[src/design/rc4_pkg.sv]
// Shared types and constants of the RC4 engine.
// No dependencies; imported by the controller, datapath and top level.
package rc4_pkg;

  localparam int unsigned CFG_IDX_W = 3;
  localparam int unsigned CFG_DATA_W = 64;
  localparam int unsigned KEY_LEN_W = 6;

  // Register indexes: 0..3 are the key words, 4 the key length.
  localparam logic [CFG_IDX_W-1:0] REG_KEY_LEN = 3'd4;

  localparam logic [7:0] IDX_LAST = 8'hFF;

  typedef enum logic [3:0] {
    ST_IDLE,
    ST_FILL,
    ST_KS_J,
    ST_KS_W1,
    ST_KS_W2,
    ST_P_RI,
    ST_P_J,
    ST_P_W1,
    ST_P_W2,
    ST_P_OUT
  } ctrl_state_e;

  typedef enum logic [3:0] {
    OP_NONE,
    OP_ACC_GEN,
    OP_ACC_KEY,
    OP_FILL,
    OP_KS_J,
    OP_KS_W1,
    OP_KS_W2,
    OP_P_RI,
    OP_P_J,
    OP_P_W1,
    OP_P_W2,
    OP_P_OUT
  } dp_op_e;

  typedef struct packed {
    dp_op_e op;
    logic   load_out;
  } cmd_t;

  typedef struct packed {
    logic idx_last;
  } status_t;

endpackage

[src/design/rc4_stream_cipher_top.sv]
// Top level of the RC4 engine: sequencer plus datapath.
// Depends on rc4_pkg, rc4_ctrl and rc4_dp.
//
// Usage:
//   cfg channel (cfg_valid_i/cfg_ready_o, cfg_index_i, cfg_data_i): index 0..3 load
//   key bytes 0-7, 8-15, 16-23, 24-31 (lowest byte in bits 7:0), index 4 the key
//   length in bits 5:0 (0 acts as 1, above MAX_KEY_BYTES saturates). Other
//   indexes are ignored. cfg_ready_o is always high; write only while idle.
//   in channel (in_valid_i/in_ready_o): one item = data_byte_i + start_message_i.
//   out channel (out_valid_o/out_ready_i): one item out_byte_o per input item.
// Byte steps:
//   A plain byte is taken in idle, then runs P_J, P_W1, P_W2, P_OUT; out_valid_o
//   rises as the engine returns to idle, and only then is the next item taken (one
//   read port on the permutation memory: read S[i], read S[j], two swap writes,
//   keystream read). A message start first fills the table and runs key scheduling
//   (KS_J, KS_W1, KS_W2 per entry), then P_RI before those steps. The first
//   byte after reset always triggers key scheduling.
// Reset: asynchronous, active low; clears control state, key registers (key length
//   to 16) and the table-ready flag. Indices and table are set by key scheduling.
// Stall: a result waits in the output register; a new item is still accepted,
//   and its result is held back until out_ready_i frees the register.
module rc4_stream_cipher_top
  import rc4_pkg::*;
#(
  parameter int unsigned MAX_KEY_BYTES = 32
) (
  input  logic                  clk_i,
  input  logic                  rst_ni,
  input  logic                  cfg_valid_i,
  output logic                  cfg_ready_o,
  input  logic [CFG_IDX_W-1:0]  cfg_index_i,
  input  logic [CFG_DATA_W-1:0] cfg_data_i,
  input  logic                  in_valid_i,
  output logic                  in_ready_o,
  input  logic [7:0]            data_byte_i,
  input  logic                  start_message_i,
  output logic                  out_valid_o,
  input  logic                  out_ready_i,
  output logic [7:0]            out_byte_o
);

  cmd_t    cmd;
  status_t status;

  // config writes are plain register loads and are never stalled
  assign cfg_ready_o = 1'b1;

  rc4_ctrl u_ctrl (
    .clk_i          (clk_i),
    .rst_ni         (rst_ni),
    .in_valid_i     (in_valid_i),
    .in_ready_o     (in_ready_o),
    .start_message_i(start_message_i),
    .out_valid_o    (out_valid_o),
    .out_ready_i    (out_ready_i),
    .cmd_o          (cmd),
    .status_i       (status)
  );

  rc4_dp #(
    .MAX_KEY_BYTES(MAX_KEY_BYTES)
  ) u_dp (
    .clk_i      (clk_i),
    .rst_ni     (rst_ni),
    .cfg_valid_i(cfg_valid_i),
    .cfg_index_i(cfg_index_i),
    .cfg_data_i (cfg_data_i),
    .data_byte_i(data_byte_i),
    .out_byte_o (out_byte_o),
    .cmd_i      (cmd),
    .status_o   (status)
  );

endmodule

[src/design/rc4_ctrl.sv]
// Sequencer of the RC4 engine: handshakes, key scheduling and byte steps.
// Depends on rc4_pkg; drives rc4_dp through cmd_t, reads status_t.
module rc4_ctrl
  import rc4_pkg::*;
(
  input  logic    clk_i,
  input  logic    rst_ni,
  input  logic    in_valid_i,
  output logic    in_ready_o,
  input  logic    start_message_i,
  output logic    out_valid_o,
  input  logic    out_ready_i,
  output cmd_t    cmd_o,
  input  status_t status_i
);

  ctrl_state_e state_q, state_d;
  logic        out_valid_q, out_valid_d;
  logic        table_ready_q, table_ready_d;

  always_ff @(posedge clk_i or negedge rst_ni) begin
    if (!rst_ni) begin
      state_q       <= ST_IDLE;
      out_valid_q   <= 1'b0;
      table_ready_q <= 1'b0;
    end else begin
      state_q       <= state_d;
      out_valid_q   <= out_valid_d;
      table_ready_q <= table_ready_d;
    end
  end

  // output register free, or freed in this cycle
  logic out_free;
  assign out_free = !out_valid_q || out_ready_i;

  always_comb begin
    state_d = state_q;
    case (state_q)
      ST_IDLE: begin
        if (in_valid_i) begin
          state_d = (start_message_i || !table_ready_q) ? ST_FILL : ST_P_J;
        end
      end
      ST_FILL:  if (status_i.idx_last) state_d = ST_KS_J;
      ST_KS_J:  state_d = ST_KS_W1;
      ST_KS_W1: state_d = ST_KS_W2;
      ST_KS_W2: state_d = status_i.idx_last ? ST_P_RI : ST_KS_J;
      ST_P_RI:  state_d = ST_P_J;
      ST_P_J:   state_d = ST_P_W1;
      ST_P_W1:  state_d = ST_P_W2;
      ST_P_W2:  state_d = ST_P_OUT;
      ST_P_OUT: if (out_free) state_d = ST_IDLE;
      default:  state_d = ST_IDLE;
    endcase
  end

  always_comb begin
    cmd_o.op       = OP_NONE;
    cmd_o.load_out = 1'b0;
    in_ready_o     = 1'b0;
    out_valid_d    = out_valid_q && !out_ready_i;
    table_ready_d  = table_ready_q;
    case (state_q)
      ST_IDLE: begin
        in_ready_o = 1'b1;
        if (in_valid_i) begin
          cmd_o.op = (start_message_i || !table_ready_q) ? OP_ACC_KEY : OP_ACC_GEN;
        end
      end
      ST_FILL:  cmd_o.op = OP_FILL;
      ST_KS_J:  cmd_o.op = OP_KS_J;
      ST_KS_W1: cmd_o.op = OP_KS_W1;
      ST_KS_W2: begin
        cmd_o.op = OP_KS_W2;
        if (status_i.idx_last) table_ready_d = 1'b1;
      end
      ST_P_RI:  cmd_o.op = OP_P_RI;
      ST_P_J:   cmd_o.op = OP_P_J;
      ST_P_W1:  cmd_o.op = OP_P_W1;
      ST_P_W2:  cmd_o.op = OP_P_W2;
      ST_P_OUT: begin
        cmd_o.op = OP_P_OUT;
        if (out_free) begin
          cmd_o.load_out = 1'b1;
          out_valid_d    = 1'b1;
        end
      end
      default: cmd_o.op = OP_NONE;
    endcase
  end

  assign out_valid_o = out_valid_q;

endmodule

[src/design/rc4_dp.sv]
// Datapath of the RC4 engine: key registers, permutation memory, indices.
// Depends on rc4_pkg; sequenced by rc4_ctrl through cmd_t.
module rc4_dp
  import rc4_pkg::*;
#(
  parameter int unsigned MAX_KEY_BYTES = 32
) (
  input  logic                  clk_i,
  input  logic                  rst_ni,
  input  logic                  cfg_valid_i,
  input  logic [CFG_IDX_W-1:0]  cfg_index_i,
  input  logic [CFG_DATA_W-1:0] cfg_data_i,
  input  logic [7:0]            data_byte_i,
  output logic [7:0]            out_byte_o,
  input  cmd_t                  cmd_i,
  output status_t               status_o
);

  localparam int unsigned KPW = (MAX_KEY_BYTES > 1) ? $clog2(MAX_KEY_BYTES) : 1;
  localparam logic [KEY_LEN_W-1:0] MAX_LEN = KEY_LEN_W'(MAX_KEY_BYTES);

  // configuration
  logic [7:0]           key_q [MAX_KEY_BYTES];
  logic [KEY_LEN_W-1:0] klen_q;

  always_ff @(posedge clk_i or negedge rst_ni) begin
    if (!rst_ni) begin
      for (int b = 0; b < MAX_KEY_BYTES; b++) key_q[b] <= 8'h00;
      klen_q <= KEY_LEN_W'(16);
    end else if (cfg_valid_i) begin
      for (int b = 0; b < MAX_KEY_BYTES; b++) begin
        if (cfg_index_i == CFG_IDX_W'(b >> 3)) key_q[b] <= cfg_data_i[(b & 7) * 8 +: 8];
      end
      if (cfg_index_i == REG_KEY_LEN) klen_q <= cfg_data_i[KEY_LEN_W-1:0];
    end
  end

  logic [KEY_LEN_W-1:0] klen_eff;
  always_comb begin
    if (klen_q == '0) klen_eff = KEY_LEN_W'(1);
    else if (klen_q > MAX_LEN) klen_eff = MAX_LEN;
    else klen_eff = klen_q;
  end

  // working registers
  logic [7:0]     i_q, i_d, j_q, j_d;
  logic [7:0]     sx_q, sx_d, sj_q, sj_d;
  logic [7:0]     data_q, data_d, out_q, out_d;
  logic [KPW-1:0] kpos_q, kpos_d;

  always_ff @(posedge clk_i) begin
    i_q    <= i_d;
    j_q    <= j_d;
    sx_q   <= sx_d;
    sj_q   <= sj_d;
    data_q <= data_d;
    out_q  <= out_d;
    kpos_q <= kpos_d;
  end

  // permutation memory, registered read, write-first on address match
  logic [7:0] mem_q [256];
  logic [7:0] rdata_q;
  logic [7:0] raddr, waddr, wdata;
  logic       we;

  always_ff @(posedge clk_i) begin
    if (we) mem_q[waddr] <= wdata;
    rdata_q <= (we && (waddr == raddr)) ? wdata : mem_q[raddr];
  end

  logic [KEY_LEN_W-1:0] kpos_inc;
  assign kpos_inc = KEY_LEN_W'(kpos_q) + KEY_LEN_W'(1);

  always_comb begin
    i_d    = i_q;
    j_d    = j_q;
    sx_d   = sx_q;
    sj_d   = sj_q;
    data_d = data_q;
    out_d  = out_q;
    kpos_d = kpos_q;
    raddr  = 8'h00;
    waddr  = 8'h00;
    wdata  = 8'h00;
    we     = 1'b0;
    case (cmd_i.op)
      OP_ACC_GEN: begin
        data_d = data_byte_i;
        i_d    = i_q + 8'd1;
        raddr  = i_d;
      end
      OP_ACC_KEY: begin
        data_d = data_byte_i;
        i_d    = 8'h00;
        kpos_d = '0;
      end
      OP_FILL: begin
        we    = 1'b1;
        waddr = i_q;
        wdata = i_q;
        i_d   = i_q + 8'd1;
        j_d   = 8'h00;
      end
      OP_KS_J: begin
        sx_d  = rdata_q;
        j_d   = j_q + rdata_q + key_q[kpos_q];
        raddr = j_d;
      end
      OP_KS_W1: begin
        we    = 1'b1;
        waddr = i_q;
        wdata = rdata_q;
      end
      OP_KS_W2: begin
        we     = 1'b1;
        waddr  = j_q;
        wdata  = sx_q;
        i_d    = i_q + 8'd1;
        raddr  = i_d;
        kpos_d = (kpos_inc >= klen_eff) ? '0 : kpos_q + KPW'(1);
        if (i_q == IDX_LAST) j_d = 8'h00;
      end
      OP_P_RI: begin
        i_d   = i_q + 8'd1;
        raddr = i_d;
      end
      OP_P_J: begin
        sx_d  = rdata_q;
        j_d   = j_q + rdata_q;
        raddr = j_d;
      end
      OP_P_W1: begin
        we    = 1'b1;
        waddr = i_q;
        wdata = rdata_q;
        sj_d  = rdata_q;
      end
      OP_P_W2: begin
        we    = 1'b1;
        waddr = j_q;
        wdata = sx_q;
        raddr = sx_q + sj_q;
      end
      OP_P_OUT: begin
        raddr = sx_q + sj_q;
        if (cmd_i.load_out) out_d = data_q ^ rdata_q;
      end
      default: begin
        raddr = 8'h00;
      end
    endcase
  end

  assign status_o.idx_last = (i_q == IDX_LAST);
  assign out_byte_o        = out_q;

endmodule

[config.mk]
export PLATFORM = sky130hd
export DESIGN_NAME = rc4_stream_cipher_top
export DESIGN_NICKNAME = d
export VERILOG_FILES = /design/src/design/rc4_pkg.sv /design/src/design/rc4_stream_cipher_top.sv /design/src/design/rc4_ctrl.sv /design/src/design/rc4_dp.sv
export SDC_FILE = /design/constraint.sdc
export NUM_CORES = 2
export LEC_CHECK = 0
export BUFFER_PORTS_ARGS = -buffer_cell sky130_fd_sc_hd__buf_2
export CAP_MARGIN = 30
export CORE_ASPECT_RATIO = 0.6
export CORE_MARGIN = 2
export CORE_UTILIZATION = 45
export DETAILED_ROUTE_END_ITERATION = 12
export PLACE_DENSITY = 0.59
export REMOVE_ABC_BUFFERS = 1
export SLEW_MARGIN = 20
export SYNTH_ARGS = -nofsm -noshare
export SYNTH_HDL_FRONTEND = slang
export SYNTH_SLANG_ARGS = --single-unit
[constraint.sdc]
create_clock -name clk_i -period 14.9 [get_ports clk_i]
set_input_delay 2.98 -clock clk_i [delete_from_list [all_inputs] [get_ports clk_i]]
set_output_delay 2.98 -clock clk_i [all_outputs]
set_load 0.02 [all_outputs]
# Word-level counts from Yosys, hierarchy flattened
# Memories as Yosys holds them, arrays and structs flattened. A register that Yosys moved wholly into a read port is not among the register bits.
# Index checks and enable logic that the tools add are counted.
# classes
addsub,6
n_mul,0
div,0
n_lt_le_gt_ge,3
n_eq_ne,29
shift,0
muxes,30
n_bitwise,2
n_reduce_logical,30
# op_table
op,n
$pmux 4 s10,2
$pmux 8 s4,2
$bmux 8 s5,1
$eq 4x3->1 const B,8
$pmux 8 s2,2
$add 8x8->8,3
$eq 4x4->1 const B,6
$mux 8,3
$pmux 8 s3,1
$eq 4x2->1 const B,4
$mux 4,4
$reduce_and 2->1,8
$mux 6,2
$pmux 5 s2,1
$reduce_or 2->1,5
$add 8x1->8 const B,1
$eq 4x1->1 const B,2
$eq 8x8->1 const B,1
$mux 1,8
$xor 8x8->8,1
$add 5x1->6 const B,1
$eq 3x2->1 const B,2
$ge 6x6->1,1
$ge 6x6->1 const B,1
other kinds (22),30
# totals
reg_bits,321
latchBits,0
ram_bits,2048
romBits,0
input_bits,81
out_inout_bits,11
wordCells,144
mem_count,1
# memory_table
name,depth,word_bits,read_ports,rd_ports_with_merged_regs,wr,line_no,rtl
u_dp.mem_q,256,8,1,1,1,rc4_dp.sv:62,logic [7:0] mem_q [256];

# Logic depth before layout (Yosys ltp)
# logic_depth
word_depth,10
ltp_mapped,29
mapped_depth_nobuf,24

# Modules after synthesis
# From an unflattened synthesis, not the netlist that was laid out.
# hier_totals
hier_cells,4512
hier_area_um2,95079.9
# modules_own_cells
module,instances,cells_per_inst,area_each_um2,seq_area_each_um2
rc4_dp,1,4457,94574.5,69808.2
rc4_ctrl,1,53,494.2,150.1
rc4_stream_cipher_top,1,2,11.3,0.0

# Least setup slack after synthesis
# Ideal clock, no wire load.
# synth_timing
path_type,register -> register
startpoint,reg (tool-made name)
endpoint,mem u_dp.mem_q[0][0] (data pin)
setup_ns,2.190
arrival_time_ns,12.287
required_ns,12.710
setup_slack_ns,0.422
stages_incl_launch_ff,13
n_path_buf,6
period_less_slack_ns,14.478
path_cell_list,dfxtp_1 > buf_6 > buf_6 > buf_2 > buf_2 > buf_2 > clkbuf_1 > mux4_2 > mux4_2 > nand2_1 > nand3_1 > a31oi_2 > o21ai_0
# synth_lines
element,line_no
end: declaration,rc4_dp.sv:62

==> impl_metrics.py <==
metrics = {
    "worst_setup_path": {
        "cp.arrival_ns": 8.37,
        "crit_type": "flip-flop to flip-flop",
        "r2r-end": "u_dp.j_q[7]$_DFFE_PP_",
        "cp_num_buf_inv": 4,
        "cp-end-kind": "flip-flop",
        "reg2reg_slack_ns": 7.11,
        "cp_top_family": "multiplexers",
        "slowest_stage": "buf_12",
        "reg2reg_depth": 26,
        "cp_max_fo": 92,
        "critical_path.max_stage_delay_ns": 0.63,
        "critPathLaunchType": "flip-flop",
        "crit_required_ns": 15.48,
    },
    "timing": {
        "hold_viol_final": 0,
        "setup_viol_count_final": 0,
        "whs_ns": 0.471,
        "timing.setup.tns_ns": 0,
        "rsz0062_at_grt": "no",
        "tightest_slew_ns": 1.05,
        "skew_ns": 0.0372,
        "max_slew_margin_pct": 30.0,
        "slew_violations": 0,
        "finalCritPeriodShare_pct": 52.3,
        "layout_min_cycle_time_ns": 7.79,
        "fin_ws_ns": 7.11,
        "max_freq_mhz": 128,
    },
    "clock_network": {
        "cts_setup_buffers": 0,
        "clock_path_buffers": 4,
        "path_clk_slew_ns": 0.07,
        "cts_resized": 0,
        "clock_latency_ns": 0.86,
        "cts_hold_buffers": 0,
        "cts_root_buf": "clkbuf_16",
        "cts_tree": "done",
        "htree_levels": 4,
        "cts_buffers": 213,
        "clock_sinks": 2377,
    },
    "logic_synthesis": {
        "synth_xor_area_share_pct": 0.369,
        "syn_inst": 4463,
        "synth_warnings": 0,
        "synth_top_area_cell": "edfxtp_1",
        "synth-edff-count": 2101,
        "synth_top_family_by_area": "multiplexers",
        "synth_top_flop_cell": "edfxtp_1",
        "synth_compound_area_share_pct": 1.19,
        "synthDominantCellAreaShare_pct": 66.4,
        "ys_ff_latch": 2377,
        "ys_seq_area_share_pct": 73.6,
        "syn_area_sq_um": 95000,
        "yosys-mux-area-fraction_pct": 20.6,
        "synth.distinct_cells": 64,
        "synthSimpleGateAreaFrac_pct": 2.32,
        "synthAdderAreaFrac_pct": 0.445,
        "synth.area.top_cells": "edfxtp_1 66%, mux4_2 17%, dfrtp_1 7.0%",
        "async_flop_share_pct": 11.3,
        "synth_area_per_cell_sq_um": 21.3,
    },
    "placed_design": {
        "io_buffers": 90,
        "dp_cells": 7196,
        "pre_cts_slack_ns": 7.08,
        "dp_hpwl_um": 147000,
        "dpl_cell_area_sq_um": 99000,
        "gp_congestion": 0.838,
    },
    "routing": {
        "num_vias": 46900,
        "wirelength_um": 240000,
        "drcViolationCount": 0,
        "vias_per_cell": 6.16,
        "dr.pass1.iters": 5,
        "wl_per_cell_um": 31.5,
        "drtIter0Drc": 6618,
        "final_antenna_net_count": 0,
    },
    "power_and_ir_drop": {
        "pwr_density_cell_nw_per_um2": 199,
        "peakVddDrop_mv": 0.289,
        "power_mw": 21.2,
        "p_leak_nw": 33.9,
    },
    "cells_and_area": {
        "area_delta_synth_final_pct": 11.8,
        "layout_commonest_cell": "edfxtp_1",
        "instances_no_fill": 7619,
        "layout_common_cells": "2101 x edfxtp_1, 705 x mux4_2, 294 x nor2_1, 276 x mux2_2, 267 x dfrtp_1",
        "drive_gt1_share_pct": 32.5,
        "final_nets": 4790,
        "final_cell_area_sq_um": 106000,
        "fin_util_pct": 50.7,
        "diodes": 0,
    },
    "floorplan": {
        "dieArea_sq_um": 215000,
        "num_io_pins": 92,
        "core_sq_um": 210000,
        "die_x_um": 597,
        "die_y_um": 360,
        "rows": 130,
        "start_util_pct": 45.3,
    },
    "grt": {
        "grt_antenna_before_repair": 10,
        "track_usage_pct": 22.2,
        "grt_max_degree": 196,
        "gr-total-overflow": 0,
        "grt_pass1_wl_um": 344000,
        "grt_pass1_vias": 45500,
    },
    "min_path": {
        "hold_end": "u_ctrl.table_ready_q$_DFFE_PN0P_",
        "hold_path.class": "flip-flop to flip-flop",
        "hold_start": "u_ctrl.table_ready_q$_DFFE_PN0P_",
        "holdPathStages": 1,
    },
    "flow_run": {
        "maxCapViolCount": 0,
    },
    "status": {
        "status": "completed",
    },
}
==> kinds of logic (layout without fill, tap and decap cells) <==
family / count (synthesis) / after routing
flops: 2377 / 2377
simple gates: 525 / 525
xor+xnor: 40 / 40
compound gates: 163 / 163
buf+inv: 289 / 673
fa+ha+maj: 32 / 32
mux: 1036 / 1036
other cells: 1 / 1
==> per-layer routing <==
layer	GRT usage, %	wire, um	part of all wire (%)
met1	38.4	117000	49
met2	28.0	94600	39
met3	5.18	24100	10
met4	4.11	3920	1.6
met5	0	0	0
==> synth_stat cells, types with 10 or more instances <==
| cell | count |
|---|---|
| a211oi_1 | 11 |
| a21oi_1 | 27 |
| buf_1 | 20 |
| buf_2 | 97 |
| buf_4 | 25 |
| buf_6 | 13 |
| clkbuf_1 | 107 |
| dfrtp_1 | 267 |
| edfxtp_1 | 2101 |
| ha_1 | 29 |
| inv_1 | 25 |
| mux2_2 | 276 |
| mux2i_1 | 55 |
| mux4_2 | 705 |
| nand2_1 | 119 |
| nand2b_1 | 13 |
| nand3_1 | 32 |
| nor2_1 | 303 |
| nor2b_1 | 10 |
| o21ai_0 | 37 |
| xnor2_1 | 25 |
| xor2_1 | 15 |
==> flip-flops by register name, summed over array words and instances (netlist names), named ones only <==
register,flops
u_dp.kpos_q,5
u_dp.sj_q,8
u_ctrl.table_ready_q,1
u_dp.out_byte_o,8
u_dp.klen_q,6
u_dp.sx_q,8
u_dp.i_q,8
u_dp.j_q,8
u_ctrl.state_q,4
u_dp.mem_q,2048
u_dp.data_q,8
u_ctrl.out_valid_o,1
u_dp.key_q,256
==> worst reg2reg max path: stages (launching register included) <==
cell and delay, ns:
dfxtp_4 0.61, buf_12 0.64, buf_4 0.68, buf_16 0.31, mux4_2 0.58, mux4_2 0.55, mux4_2 0.60, nor2_1 0.19
a31oi_1 0.08, a31oi_2 0.35, inv_1 0.18, ha_1 0.33, a21o_1 0.15, a21oi_1 0.23, nor2b_1 0.08, o21a_1 0.19
nor2_1 0.12, xnor2_1 0.18, ha_1 0.32, or3_1 0.32, o21ai_0 0.08, a21oi_1 0.09, xnor2_1 0.17, nor2_1 0.07
xnor2_1 0.21, xnor2_1 0.17, nor2_1 0.06
==> final cells by class <==
class | instances | area [sq um]
Tap cell | 2772 | 3470
Inverter | 27 | 124
Clock buffer | 264 | 5610
Clock inverter | 121 | 1170
Timing Repair Buffer | 261 | 2100
Multi-Input combinational cell | 1797 | 23800
Fill cell | 16500 | 103000
Sequential cell | 2377 | 70000
==> worst max-delay path by stage <==
stage              start  slack, ns                         end  cells past startpoint
6_report       flip-flop       7.11       u_dp.j_q[7]$_DFFE_PP_                     26
5_1_grt        flip-flop       6.56                   flip-flop                     26
4_1_cts        flip-flop       7.05       u_dp.j_q[7]$_DFFE_PP_                     26
3_5_place_dp   flip-flop       7.08       u_dp.j_q[7]$_DFFE_PP_                     26
3_3_place_gp   flip-flop       6.84       u_dp.j_q[7]$_DFFE_PP_                     25
2_1_floorplan  flip-flop     -19.53  u_dp.mem_q[0][0]$_DFFE_PP_                      7
==> power breakdown <==
group	leakage [nW]	switching, mW	total (mW)	internal [mW]
sequential	22.5	0.262	9.44	9.18
clock	3.30	2.44	5.50	3.06
combinational	8.14	4.15	6.22	2.07
total	33.9	6.85	21.2	14.3
Note: power is estimated with default switching activity, not from simulation.
